`src/rtl/lsrs_pkg.sv`:
```
package lsrs_pkg;

    localparam int NUM_CH          = 5;
    localparam int CH_W            = 3;
    localparam int SAMPLE_W        = 12;
    localparam int LEVEL_W         = 16;
    localparam int LED_W           = 5;
    localparam int PHASE_W         = 3;
    localparam int SAMPLE_BITS_DEF = 12;

    localparam logic [LEVEL_W-1:0] LIMIT_RESET = 16'd30000;
    localparam logic [PHASE_W-1:0] LAST_PHASE  = 3'd4;

    typedef enum logic {
        OP_CONV = 1'b0,
        OP_TICK = 1'b1
    } opcode_t;

    typedef logic [SAMPLE_W-1:0] sample_t;

    typedef struct packed {
        opcode_t                     opcode;
        sample_t [NUM_CH-1:0]        samples;
    } item_t;

    typedef struct packed {
        logic  valid;
        item_t item;
    } item_beat_t;

    // bit k set: channel k takes the lit sample in this phase
    function automatic logic [NUM_CH-1:0] lit_map(input logic [PHASE_W-1:0] p);
        logic [NUM_CH-1:0] m;
        unique case (p)
            3'd1:    m = 5'h04;
            3'd2:    m = 5'h11;
            3'd3:    m = 5'h02;
            3'd4:    m = 5'h08;
            default: m = 5'h00;
        endcase
        return m;
    endfunction

    function automatic logic [LED_W-1:0] next_drive(input logic [PHASE_W-1:0] p);
        logic [LED_W-1:0] d;
        unique case (p)
            3'd1:    d = 5'h11;
            3'd2:    d = 5'h02;
            3'd3:    d = 5'h08;
            3'd4:    d = 5'h00;
            default: d = 5'h04;
        endcase
        return d;
    endfunction

endpackage

```
`src/rtl/lsrs_in_stage.sv`:
```
module lsrs_in_stage (
    input  logic                                    clk,
    input  logic                                    rst_n,
    input  logic                                    item_valid,
    output logic                                    item_stall,
    input  logic                                    opcode,
    input  logic [lsrs_pkg::SAMPLE_W-1:0]           sample_ch0,
    input  logic [lsrs_pkg::SAMPLE_W-1:0]           sample_ch1,
    input  logic [lsrs_pkg::SAMPLE_W-1:0]           sample_ch2,
    input  logic [lsrs_pkg::SAMPLE_W-1:0]           sample_ch3,
    input  logic [lsrs_pkg::SAMPLE_W-1:0]           sample_ch4,
    input  logic                                    consume,
    output lsrs_pkg::item_beat_t                    beat
);

    logic            valid_reg;
    logic            valid_next;
    lsrs_pkg::item_t item_reg;
    lsrs_pkg::item_t item_next;
    logic            load;

    assign item_stall = valid_reg && !consume;
    assign load       = item_valid && !item_stall;

    always_comb
    begin
        item_next = item_reg;
        if (load)
        begin
            item_next.opcode     = lsrs_pkg::opcode_t'(opcode);
            item_next.samples[0] = sample_ch0;
            item_next.samples[1] = sample_ch1;
            item_next.samples[2] = sample_ch2;
            item_next.samples[3] = sample_ch3;
            item_next.samples[4] = sample_ch4;
        end
        priority if (load)
            valid_next = 1'b1;
        else if (consume)
            valid_next = 1'b0;
        else
            valid_next = valid_reg;
    end

    always_ff @(posedge clk or negedge rst_n)
    begin
        if (!rst_n)
            valid_reg <= 1'b0;
        else
            valid_reg <= valid_next;
    end

    always_ff @(posedge clk)
    begin
        item_reg <= item_next;
    end

    assign beat.valid = valid_reg;
    assign beat.item  = item_reg;

endmodule

```
`src/rtl/lsrs_engine.sv`:
```
module lsrs_engine #(
    parameter int SAMPLE_BITS = lsrs_pkg::SAMPLE_BITS_DEF
) (
    input  logic                                clk,
    input  logic                                rst_n,
    input  lsrs_pkg::item_beat_t                beat,
    output logic                                consume,
    input  logic [lsrs_pkg::LEVEL_W-1:0]        level_limit,
    output logic                                result_valid,
    input  logic                                result_stall,
    output logic [lsrs_pkg::LED_W-1:0]          led_mask,
    output logic                                start_conversion,
    output logic                                levels_valid,
    output logic [lsrs_pkg::CH_W-1:0]           channel,
    output logic [lsrs_pkg::LEVEL_W-1:0]        level,
    output logic signed [lsrs_pkg::LEVEL_W-1:0] level_change,
    output logic                                last
);

    localparam int StoreW = SAMPLE_BITS;

    logic [lsrs_pkg::PHASE_W-1:0] phase_reg, phase_next;
    logic [lsrs_pkg::LED_W-1:0]   led_drive_reg, led_drive_next;
    logic [lsrs_pkg::CH_W-1:0]    ch_reg, ch_next;
    logic [StoreW-1:0]            lit_reg  [lsrs_pkg::NUM_CH];
    logic [StoreW-1:0]            lit_next [lsrs_pkg::NUM_CH];
    logic [StoreW-1:0]            dark_reg  [lsrs_pkg::NUM_CH];
    logic [StoreW-1:0]            dark_next [lsrs_pkg::NUM_CH];
    logic [lsrs_pkg::LEVEL_W-1:0] prev_reg  [lsrs_pkg::NUM_CH];
    logic [lsrs_pkg::LEVEL_W-1:0] prev_next [lsrs_pkg::NUM_CH];

    logic                                result_valid_reg, result_valid_next;
    logic [lsrs_pkg::LED_W-1:0]          led_mask_reg, led_mask_next;
    logic                                start_reg, start_next;
    logic                                levels_valid_reg, levels_valid_next;
    logic [lsrs_pkg::CH_W-1:0]           channel_reg, channel_next;
    logic [lsrs_pkg::LEVEL_W-1:0]        level_reg, level_next;
    logic signed [lsrs_pkg::LEVEL_W-1:0] change_reg, change_next;
    logic                                last_reg, last_next;

    logic                                advance;
    logic                                fire;
    logic                                is_tick;
    logic                                last_ch;
    logic [lsrs_pkg::PHASE_W-1:0]        phase_eff;
    logic [lsrs_pkg::NUM_CH-1:0]         lit_sel;
    logic [lsrs_pkg::LEVEL_W-1:0]        cur_level;
    logic [lsrs_pkg::LEVEL_W-1:0]        cur_change;

    assign advance   = !result_valid_reg || !result_stall;
    assign fire      = advance && beat.valid;
    assign is_tick   = beat.item.opcode == lsrs_pkg::OP_TICK;
    assign last_ch   = ch_reg == lsrs_pkg::CH_W'(lsrs_pkg::NUM_CH - 1);
    assign consume   = fire && (!is_tick || last_ch);
    assign phase_eff = (phase_reg <= lsrs_pkg::LAST_PHASE) ? phase_reg : '0;
    assign lit_sel   = lsrs_pkg::lit_map(phase_eff);

    // level wraps modulo 2^16, as does the change
    assign cur_level  = lsrs_pkg::LEVEL_W'(lit_reg[ch_reg])
                      - lsrs_pkg::LEVEL_W'(dark_reg[ch_reg]);
    assign cur_change = prev_reg[ch_reg] - cur_level;

    always_comb
    begin
        phase_next        = phase_reg;
        led_drive_next    = led_drive_reg;
        ch_next           = ch_reg;
        lit_next          = lit_reg;
        dark_next         = dark_reg;
        prev_next         = prev_reg;
        led_mask_next     = led_mask_reg;
        start_next        = start_reg;
        levels_valid_next = levels_valid_reg;
        channel_next      = channel_reg;
        level_next        = level_reg;
        change_next       = change_reg;
        last_next         = last_reg;

        priority if (fire)
            result_valid_next = 1'b1;
        else if (advance)
            result_valid_next = 1'b0;
        else
            result_valid_next = result_valid_reg;

        if (fire)
        begin
            if (is_tick)
            begin
                prev_next[ch_reg] = cur_level;
                ch_next           = last_ch ? '0 : ch_reg + 1'b1;
                led_mask_next     = led_drive_reg;
                start_next        = 1'b1;
                levels_valid_next = 1'b1;
                channel_next      = ch_reg;
                level_next        = (cur_level > level_limit) ? '0 : cur_level;
                change_next       = signed'(cur_change);
                last_next         = last_ch;
            end
            else
            begin
                for (int c = 0; c < lsrs_pkg::NUM_CH; c++)
                begin
                    if (lit_sel[c])
                        lit_next[c] = StoreW'(beat.item.samples[c]);
                    else
                        dark_next[c] = StoreW'(beat.item.samples[c]);
                end
                led_drive_next    = lsrs_pkg::next_drive(phase_eff);
                phase_next        = (phase_eff == lsrs_pkg::LAST_PHASE) ? '0
                                  : phase_eff + 1'b1;
                led_mask_next     = lsrs_pkg::next_drive(phase_eff);
                start_next        = phase_eff != lsrs_pkg::LAST_PHASE;
                levels_valid_next = 1'b0;
                channel_next      = '0;
                level_next        = '0;
                change_next       = '0;
                last_next         = 1'b1;
            end
        end
    end

    always_ff @(posedge clk or negedge rst_n)
    begin
        if (!rst_n)
        begin
            phase_reg        <= '0;
            led_drive_reg    <= '0;
            ch_reg           <= '0;
            result_valid_reg <= 1'b0;
            for (int c = 0; c < lsrs_pkg::NUM_CH; c++)
            begin
                lit_reg[c]  <= '0;
                dark_reg[c] <= '0;
                prev_reg[c] <= '0;
            end
        end
        else
        begin
            phase_reg        <= phase_next;
            led_drive_reg    <= led_drive_next;
            ch_reg           <= ch_next;
            result_valid_reg <= result_valid_next;
            lit_reg          <= lit_next;
            dark_reg         <= dark_next;
            prev_reg         <= prev_next;
        end
    end

    always_ff @(posedge clk)
    begin
        led_mask_reg     <= led_mask_next;
        start_reg        <= start_next;
        levels_valid_reg <= levels_valid_next;
        channel_reg      <= channel_next;
        level_reg        <= level_next;
        change_reg       <= change_next;
        last_reg         <= last_next;
    end

    assign result_valid     = result_valid_reg;
    assign led_mask         = led_mask_reg;
    assign start_conversion = start_reg;
    assign levels_valid     = levels_valid_reg;
    assign channel          = channel_reg;
    assign level            = level_reg;
    assign level_change     = change_reg;
    assign last             = last_reg;

`ifndef SYNTHESIS
    a_phase_range: assert property (@(posedge clk) disable iff (!rst_n)
        phase_reg <= lsrs_pkg::LAST_PHASE)
        else $error("phase out of range");

    a_ch_range: assert property (@(posedge clk) disable iff (!rst_n)
        ch_reg <= lsrs_pkg::CH_W'(lsrs_pkg::NUM_CH - 1))
        else $error("channel counter out of range");

    a_tick_held: assert property (@(posedge clk) disable iff (!rst_n)
        ch_reg != '0 |-> beat.valid && beat.item.opcode == lsrs_pkg::OP_TICK)
        else $error("tick released before its last channel");

    a_mid_tick: assert property (@(posedge clk) disable iff (!rst_n)
        result_valid_reg && !last_reg |-> levels_valid_reg && start_reg)
        else $error("non-final beat not a level beat");

    a_last_channel: assert property (@(posedge clk) disable iff (!rst_n)
        result_valid_reg && levels_valid_reg && last_reg
        |-> channel_reg == lsrs_pkg::CH_W'(lsrs_pkg::NUM_CH - 1))
        else $error("last level beat not on final channel");
`endif

endmodule

```
`src/rtl/led_synchronous_reflectance_sampler.sv`:
```
// an accepted item is held in the input register, its result in the output
// registers; a conversion-done item gives one result, a tick one per channel,
// one result per cycle unless stalled, through the single level/limit datapath
// an input register lets the next item in while a result waits on stall
// reset: rst_n asynchronous active low, clears phase, emitter drive, sample and
// level stores; level_limit resets to 30000
module led_synchronous_reflectance_sampler #(
    parameter int SAMPLE_BITS = lsrs_pkg::SAMPLE_BITS_DEF
) (
    input  logic                                clk,
    input  logic                                rst_n,
    input  logic                                cfg_valid,
    output logic                                cfg_ready,
    input  logic [lsrs_pkg::LEVEL_W-1:0]        cfg_data,
    input  logic                                item_valid,
    output logic                                item_stall,
    input  logic                                opcode,
    input  logic [lsrs_pkg::SAMPLE_W-1:0]       sample_ch0,
    input  logic [lsrs_pkg::SAMPLE_W-1:0]       sample_ch1,
    input  logic [lsrs_pkg::SAMPLE_W-1:0]       sample_ch2,
    input  logic [lsrs_pkg::SAMPLE_W-1:0]       sample_ch3,
    input  logic [lsrs_pkg::SAMPLE_W-1:0]       sample_ch4,
    output logic                                result_valid,
    input  logic                                result_stall,
    output logic [lsrs_pkg::LED_W-1:0]          led_mask,
    output logic                                start_conversion,
    output logic                                levels_valid,
    output logic [lsrs_pkg::CH_W-1:0]           channel,
    output logic [lsrs_pkg::LEVEL_W-1:0]        level,
    output logic signed [lsrs_pkg::LEVEL_W-1:0] level_change,
    output logic                                last
);

    logic [lsrs_pkg::LEVEL_W-1:0] limit_reg;
    logic [lsrs_pkg::LEVEL_W-1:0] limit_next;
    lsrs_pkg::item_beat_t         beat;
    logic                         consume;

    assign cfg_ready  = 1'b1;
    assign limit_next = (cfg_valid && cfg_ready) ? cfg_data : limit_reg;

    always_ff @(posedge clk or negedge rst_n)
    begin
        if (!rst_n)
            limit_reg <= lsrs_pkg::LIMIT_RESET;
        else
            limit_reg <= limit_next;
    end

    lsrs_in_stage u_in_stage (
        .clk        (clk),
        .rst_n      (rst_n),
        .item_valid (item_valid),
        .item_stall (item_stall),
        .opcode     (opcode),
        .sample_ch0 (sample_ch0),
        .sample_ch1 (sample_ch1),
        .sample_ch2 (sample_ch2),
        .sample_ch3 (sample_ch3),
        .sample_ch4 (sample_ch4),
        .consume    (consume),
        .beat       (beat)
    );

    lsrs_engine #(
        .SAMPLE_BITS (SAMPLE_BITS)
    ) u_engine (
        .clk              (clk),
        .rst_n            (rst_n),
        .beat             (beat),
        .consume          (consume),
        .level_limit      (limit_reg),
        .result_valid     (result_valid),
        .result_stall     (result_stall),
        .led_mask         (led_mask),
        .start_conversion (start_conversion),
        .levels_valid     (levels_valid),
        .channel          (channel),
        .level            (level),
        .level_change     (level_change),
        .last             (last)
    );

endmodule
```
`config.mk`:
```
export PLATFORM = sky130hd
export DESIGN_NAME = led_synchronous_reflectance_sampler
export DESIGN_NICKNAME = d
export VERILOG_FILES = /design/src/rtl/lsrs_pkg.sv /design/src/rtl/lsrs_in_stage.sv /design/src/rtl/lsrs_engine.sv /design/src/rtl/led_synchronous_reflectance_sampler.sv
export SDC_FILE = /design/constraint.sdc
export NUM_CORES = 1
export LEC_CHECK = 0
export ABC_AREA = 1
export BUFFER_PORTS_ARGS = -buffer_cell sky130_fd_sc_hd__buf_2
export CAP_MARGIN = 10
export CORE_AREA = 10 10 229 122
export CTS_CLUSTER_DIAMETER = 100
export DETAILED_ROUTE_END_ITERATION = 8
export DIE_AREA = 0 0 239 132
export GPL_TIMING_DRIVEN = 0
export PLACE_DENSITY_LB_ADDON = 0.1
export RECOVER_POWER = 50
export SLEW_MARGIN = 20
export SYNTH_ARGS = -nofsm -noshare
export SYNTH_HDL_FRONTEND = slang
export SYNTH_SLANG_ARGS = --single-unit
```
`constraint.sdc`:
```
create_clock -name clk -period 5.5 [get_ports clk]
set_clock_uncertainty 0.15 [all_clocks]
set_input_delay 0.275 -clock clk [delete_from_list [all_inputs] [get_ports clk]]
set_output_delay 0.275 -clock clk [all_outputs]
set_load 0.05 [all_outputs]
```
== After elaboration in Yosys (flattened, before gate mapping) ==
Cells that the tools add are included.

* Bits in registers: 333
* Word-level logic and storage cells: 105

* $add $sub $neg: 4
* Order comparisons: 4
* Equal/unequal tests: 6
* Muxes and demuxes: 23
* Bitwise operators: 7
* Reduce and logical (&&, ||, !) cells: 27

{| class="wikitable"
|+ Operators with widths
! cell !! number
|-
| $bwmux W80 || 1
|-
| $bmux W12 S3 || 2
|-
| $bmux W16 S3 || 1
|-
| $demux W16 S3 || 1
|-
| $mux W12 || 4
|-
| $mux W16 || 3
|-
| $pmux W5 S4 || 2
|-
| $reduce_and A3 Y1 || 10
|-
| $gt A16 B16 Y1 || 1
|-
| $sub A16 B16 Y16 || 1
|-
| $sub A12 B12 Y13 || 1
|-
| $mux W3 || 3
|-
| $add A3 B1 Y3 const B || 2
|-
| $eq A3 B2 Y1 const B || 2
|-
| $eq A3 B3 Y1 const B || 2
|-
| $not A1 Y1 || 6
|-
| $logic_and A1 B1 Y1 || 5
|-
| $logic_not A1 Y1 || 5
|-
| $mux W1 || 5
|-
| $mux W5 || 1
|-
| $ge A4 B4 Y1 const B || 1
|-
| $lt A4 B1 Y1 const B || 1
|-
| $not A3 Y4 || 1
|-
| $reduce_and A2 Y1 || 2
|-
| other kinds (6) || 8
|}

== Logic depth before layout (Yosys ltp) ==
* Word-level depth: 9
* Depth in mapped cells: 31
* Depth with buffers taken out: 29

== By module ==
From an unflattened synthesis, not the netlist that was laid out.

* Cells, all modules: 1394
* Area, all modules: 14068.5 sq um

{| class="wikitable"
|+ By module, submodules not included
! module !! times used !! cells an instance !! area each (sq um) !! sequential area each (sq um)
|-
| lsrs_engine || 1 || 1255 || 11507.3 || 6130.9
|-
| lsrs_in_stage || 1 || 69 || 1896.8 || 1856.8
|-
| led_synchronous_reflectance_sampler || 1 || 70 || 664.4 || 409.1
|}

== Worst setup path after synthesis ==
OpenSTA, ideal clock, no wires.

* Path type: register -> register
* From: reg u_engine.ch_reg[0] (netlist name)
* To: reg u_in_stage.item_reg (netlist bit u_in_stage.beat[0]), enable pin
* Setup time: 0.480 ns
* Arrival: 3.977 ns
* Required time: 4.870 ns
* Path slack: 0.893 ns
* Stages on the path, launching flop included: 8
* Path through: dfrtp_1 inv_2 buf_6 ha_1 nand2_1 nand2_1 a21oi_1 nor2_1

* Longest elaborated chain between the ends: 7

{| class="wikitable"
|+ RTL lines
! item !! RTL line !! text
|-
| start, declared || lsrs_engine.sv:24 || <nowiki>logic [lsrs_pkg::CH_W-1:0] ch_reg, ch_next;</nowiki>
|-
| start signal, assigned || lsrs_engine.sv:142 || <nowiki>ch_reg <= ch_next;</nowiki>
|-
| $eq A3 B3 Y1 || lsrs_engine.sv:53 || <nowiki>assign last_ch = ch_reg == lsrs_pkg::CH_W'(lsrs_pkg::NUM_CH - 1);</nowiki>
|-
| $logic_or A1 B1 Y1 || lsrs_engine.sv:54 || <nowiki>assign consume = fire && (!is_tick || last_ch);</nowiki>
|-
| $logic_and A1 B1 Y1 || lsrs_engine.sv:54 ||
|-
| $logic_not A1 Y1 || lsrs_in_stage.sv:22 || <nowiki>assign item_stall = valid_reg && !consume;</nowiki>
|-
| $logic_and A1 B1 Y1 || lsrs_in_stage.sv:22 ||
|-
| via item_stall || led_synchronous_reflectance_sampler.sv:16 || <nowiki>output logic item_stall,</nowiki>
|-
| $logic_not A1 Y1 || lsrs_in_stage.sv:23 || <nowiki>assign load = item_valid && !item_stall;</nowiki>
|-
| $logic_and A1 B1 Y1 || lsrs_in_stage.sv:23 ||
|-
| via u_in_stage.load || lsrs_in_stage.sv:20 || <nowiki>logic load;</nowiki>
|-
| end signal, assigned || lsrs_in_stage.sv:55 || <nowiki>item_reg <= item_next;</nowiki>
|-
| end, declared || lsrs_in_stage.sv:18 || <nowiki>lsrs_pkg::item_t item_reg;</nowiki>
|}

The timed path passes the listed nets, and every way through them passes these cells.
A chain may end at the register's enable or synchronous reset.

== Worst setup path after layout ==
* From: reg u_engine.ch_reg[0] (netlist name)
* To: reg u_engine.level_reg (netlist bit u_engine.level[11]) (data pin)

* Longest elaborated chain between the ends: 7

{| class="wikitable"
|+ RTL lines
! item !! RTL line !! text
|-
| $not A3 Y4 (implied by the code) (*) || lsrs_engine.sv:59, lsrs_engine.sv:60 ||
|-
| $bmux W12 S3, on equally long branches || lsrs_engine.sv:59, lsrs_engine.sv:60 ||
|-
| $mux W12, on equally long branches (2 in series) || lsrs_engine.sv:59, lsrs_engine.sv:60 ||
|-
| $sub A12 B12 Y13 (*) || lsrs_engine.sv:60 || <nowiki>- lsrs_pkg::LEVEL_W'(dark_reg[ch_reg]);</nowiki>
|-
| via u_engine.cur_level (one bit) || lsrs_engine.sv:47 || <nowiki>logic [lsrs_pkg::LEVEL_W-1:0] cur_level;</nowiki>
|-
| $gt A16 B16 Y1 (*) || lsrs_engine.sv:96 || <nowiki>level_next = (cur_level > level_limit) ? '0 : cur_level;</nowiki>
|-
| $reduce_or A2 Y1 (no line) (*) || -- ||
|-
| end signal, assigned || lsrs_engine.sv:156 || <nowiki>level_reg <= level_next;</nowiki>
|-
| end, declared || lsrs_engine.sv:37 || <nowiki>logic [lsrs_pkg::LEVEL_W-1:0] level_reg, level_next;</nowiki>
|}

The timed path passes the listed nets; every way through them passes the cells marked *. The select of a mux whose other input is x is not followed.

==> results_dict.tcl <==
set metrics [dict create \
    holdCritStartpoint "cfg_valid" \
    multi_input_area_mm2 0.00483 \
    clk_path_buf_depth 3 \
    cts.clk_slew.worst_paths_ns 0.06 \
    synth_top_family_by_area "simple AND/OR/NAND/NOR gates" \
    drive_above_1_share 0.174 \
    synth_xor_area_frac 0.00315 \
    grt_pass1_wl_mm 61.0 \
    synth_commonest_cells "nand2_1, dfrtp_1, o21ai_0" \
    holdPathStages 4 \
    synth_area_per_cell_um2 10.4 \
    worst_slew_pin_slew_ns 3.21 \
    synth_edf_count 101 \
    synth-seq-cells 315 \
    syn_to_final_growth_pct 20.8 \
    hold-worst-slack_ns 0.102 \
    io_buffers 126 \
    synth_top_area_cell "dfrtp_1" \
    gp_congestion 0.908 \
    cts_tree "yes" \
    slew_headroom -1.14 \
    wl_per_cell_um 20.2 \
    period_minus_slack_ns 5.20 \
    use_met3 0.0624 \
    drt_iter0_drc 1080 \
    synth_area_leaders "dfrtp_1, edfxtp_1, nand2_1, o21ai_0, mux2_2" \
    worstSetupPathType "reg -> reg" \
    postSynthCellCount 1332 \
    grt_max_degree 87 \
    dr.pass1.iters 5 \
    largest_reg_flops 65 \
    netlist.area_leader.share 0.372 \
    die_y_um 132 \
    gr-usage-met2 0.398 \
    use_met1 0.324 \
    via_per_inst 5.65 \
    start_util 0.585 \
    hold_violations 0 \
    core_area_mm2 0.0238 \
    fmaxAchievable_mhz 192 \
    ys.warnings.count 0 \
    fin_crit_sh 0.945 \
    max_stage_delay_ns 0.56 \
    dieArea_mm2 0.0315 \
    ys.flop_type "dfrtp_1" \
    fin_nets 1708 \
    synth_fa_ha_area_frac 0.0443 \
    route.vias.total 10800 \
    synth_most_common_cell "nand2_1" \
    busiest_layer "met2" \
    tns_ns 0 \
    hp-class "in -> reg" \
    path_buf_inv 5 \
    wl_mm 38.6 \
    regArea_mm2 0.00840 \
    drv_cap 2 \
    hpwlAfterDp_mm 26.7 \
    crit_path_end_kind "flop" \
    grt_pass1_vias 11100 \
    worst-path-max-fanout 10 \
    diodes 0 \
    grt_antenna_before_repair 0 \
    path_depth 25 \
    startpoint_type "flop" \
    drc 0 \
    worstPathArrival_ns 5.34 \
    nFillCells 1723 \
    cpMaxStageDelayCell "buf_1" \
    htreeDepth 1 \
    synth_compound_area_frac 0.117 \
    setup_viol 0 \
    cts-root-buf "clkbuf_16" \
    final_antenna_net_count 0 \
    clock-sinks 315 \
    grt-ovfl-total 0 \
    required_ns 5.64 \
    crit_family "simple AND/OR/NAND/NOR gates" \
    status "finished, violations left" \
    die_w_um 239 \
    rows 40 \
    io-pin-count 128 \
    yosysUniqueCellTypes 46 \
    synth-simple-area-share 0.121 \
    r2r-start "u_engine.ch_reg[0]$_DFFE_PN0P_" \
    startpoint "u_engine.ch_reg[0]$_DFFE_PN0P_" \
    violations "capacitance limit, slew limit" \
    track_usage 0.245 \
    netlist_area_mm2 0.0139 \
    r2r_cells 25 \
    finalMaxSlewViolations 131 \
    yosysSeqAreaShare 0.604 \
    async_reset_ff_frac 0.679 \
    syn-num-nets 1462 \
    cts_buffers 28 \
    synth.area.mux_share 0.0526 \
    worstSkewPairLatency_ns 0.57 \
]
cells by family after synthesis:
| group | after synthesis |
|---|---|
| adder cells (fa/ha/maj) | 48 |
| buffers and inverters | 205 |
| AO/OA/AOI/OAI | 290 |
| other | 1 |
| XOR/XNOR | 5 |
| AND/OR/NAND/NOR | 403 |
| multiplexers | 65 |
| flip-flops | 315 |
cell usage in the layout (no fill, tap or decap), types with 4 or more instances in the layout:
cell type,instances
a21oi_1,60
a221oi_1,10
buf_2,92
buf_4,11
clkbuf_1,87
clkbuf_16,28
clkbuf_2,6
dfrtp_1,206
dfstp_2,6
dlygate4sd3_1,81
edfxtp_1,101
ha_1,45
inv_1,145
inv_2,8
mux2_2,65
nand2_1,262
nand2_2,6
nand3_1,25
nand4_1,5
nor2_1,62
nor2_2,13
nor2_4,4
nor3_1,4
nor4_1,9
o21ai_0,155
o221ai_1,8
o221ai_2,4
o22ai_1,29
or2_2,5
timing repair:
item | 4_1_cts | 5_1_grt
hold buffers | 81 | 0
hold endpoints to repair | 287 | 0
gates cloned | 0 | 0
resized for setup | 17 | 35
pin swaps | 0 | 3
setup buffers | 0 | 5
setup endpoints to repair | 23 | 23
area by class of cell:
cell class / instances / area share
plain buffers: 51 / 0.0150
clock buffers: 48 / 0.0480
clock inverters: 4 / 0.00209
inverters: 154 / 0.0346
multi-input cells: 812 / 0.287
flip-flops and latches: 315 / 0.500
well taps: 315 / 0.0235
repair buffers: 216 / 0.0895
tightest hold or removal path: stages:
cell and delay (ns):
buf_2 0.12, clkbuf_1 0.21, nand2_1 0.12, o21ai_0 0.07
worst paths after layout:
path,endpoint,slack [ns]
setup / recovery,u_engine.level[11]$_SDFFCE_PP0P_,0.30
hold / removal,limit_reg[14]$_DFFE_PN1P_,0.10
setup reg to reg,u_engine.level[11]$_SDFFCE_PP0P_,0.30
hold reg to reg,u_engine.lit_reg[41]$_DFFE_PN0P_,0.32
max in group asynchronous,u_engine.dark_reg[19]$_DFFE_PN0P_,0.94
min in group asynchronous,u_engine.prev_reg[54]$_DFFE_PN0P_,1.18
layer usage:
layer,part of all wire,routed length [µm],vias up
met3,0.090,3480,69
li1,-,-,5004
met1,0.42,16200,5304
met4,0.019,741,0
met5,0,0,-
met2,0.47,18200,434
through the flow:
stage | setup slack [ns] | utilization | area [µm²] | instances
6_report | 0.301 | 0.707 | 16800 | 1915
5_1_grt | -0.00301 | 0.707 | 16800 | 1915
4_1_cts | 0.0211 | 0.704 | 16700 | 1910
3_5_place_dp | -0.683 | 0.633 | 15100 | 1777
3_3_place_gp | -0.669 | 0.628 | 14900 | 1773
2_1_floorplan | 0.893 | - | 13900 | 1332
Power is not shown: default switching activity piles up to over one toggle a cycle in this logic, so the estimate is an artifact.
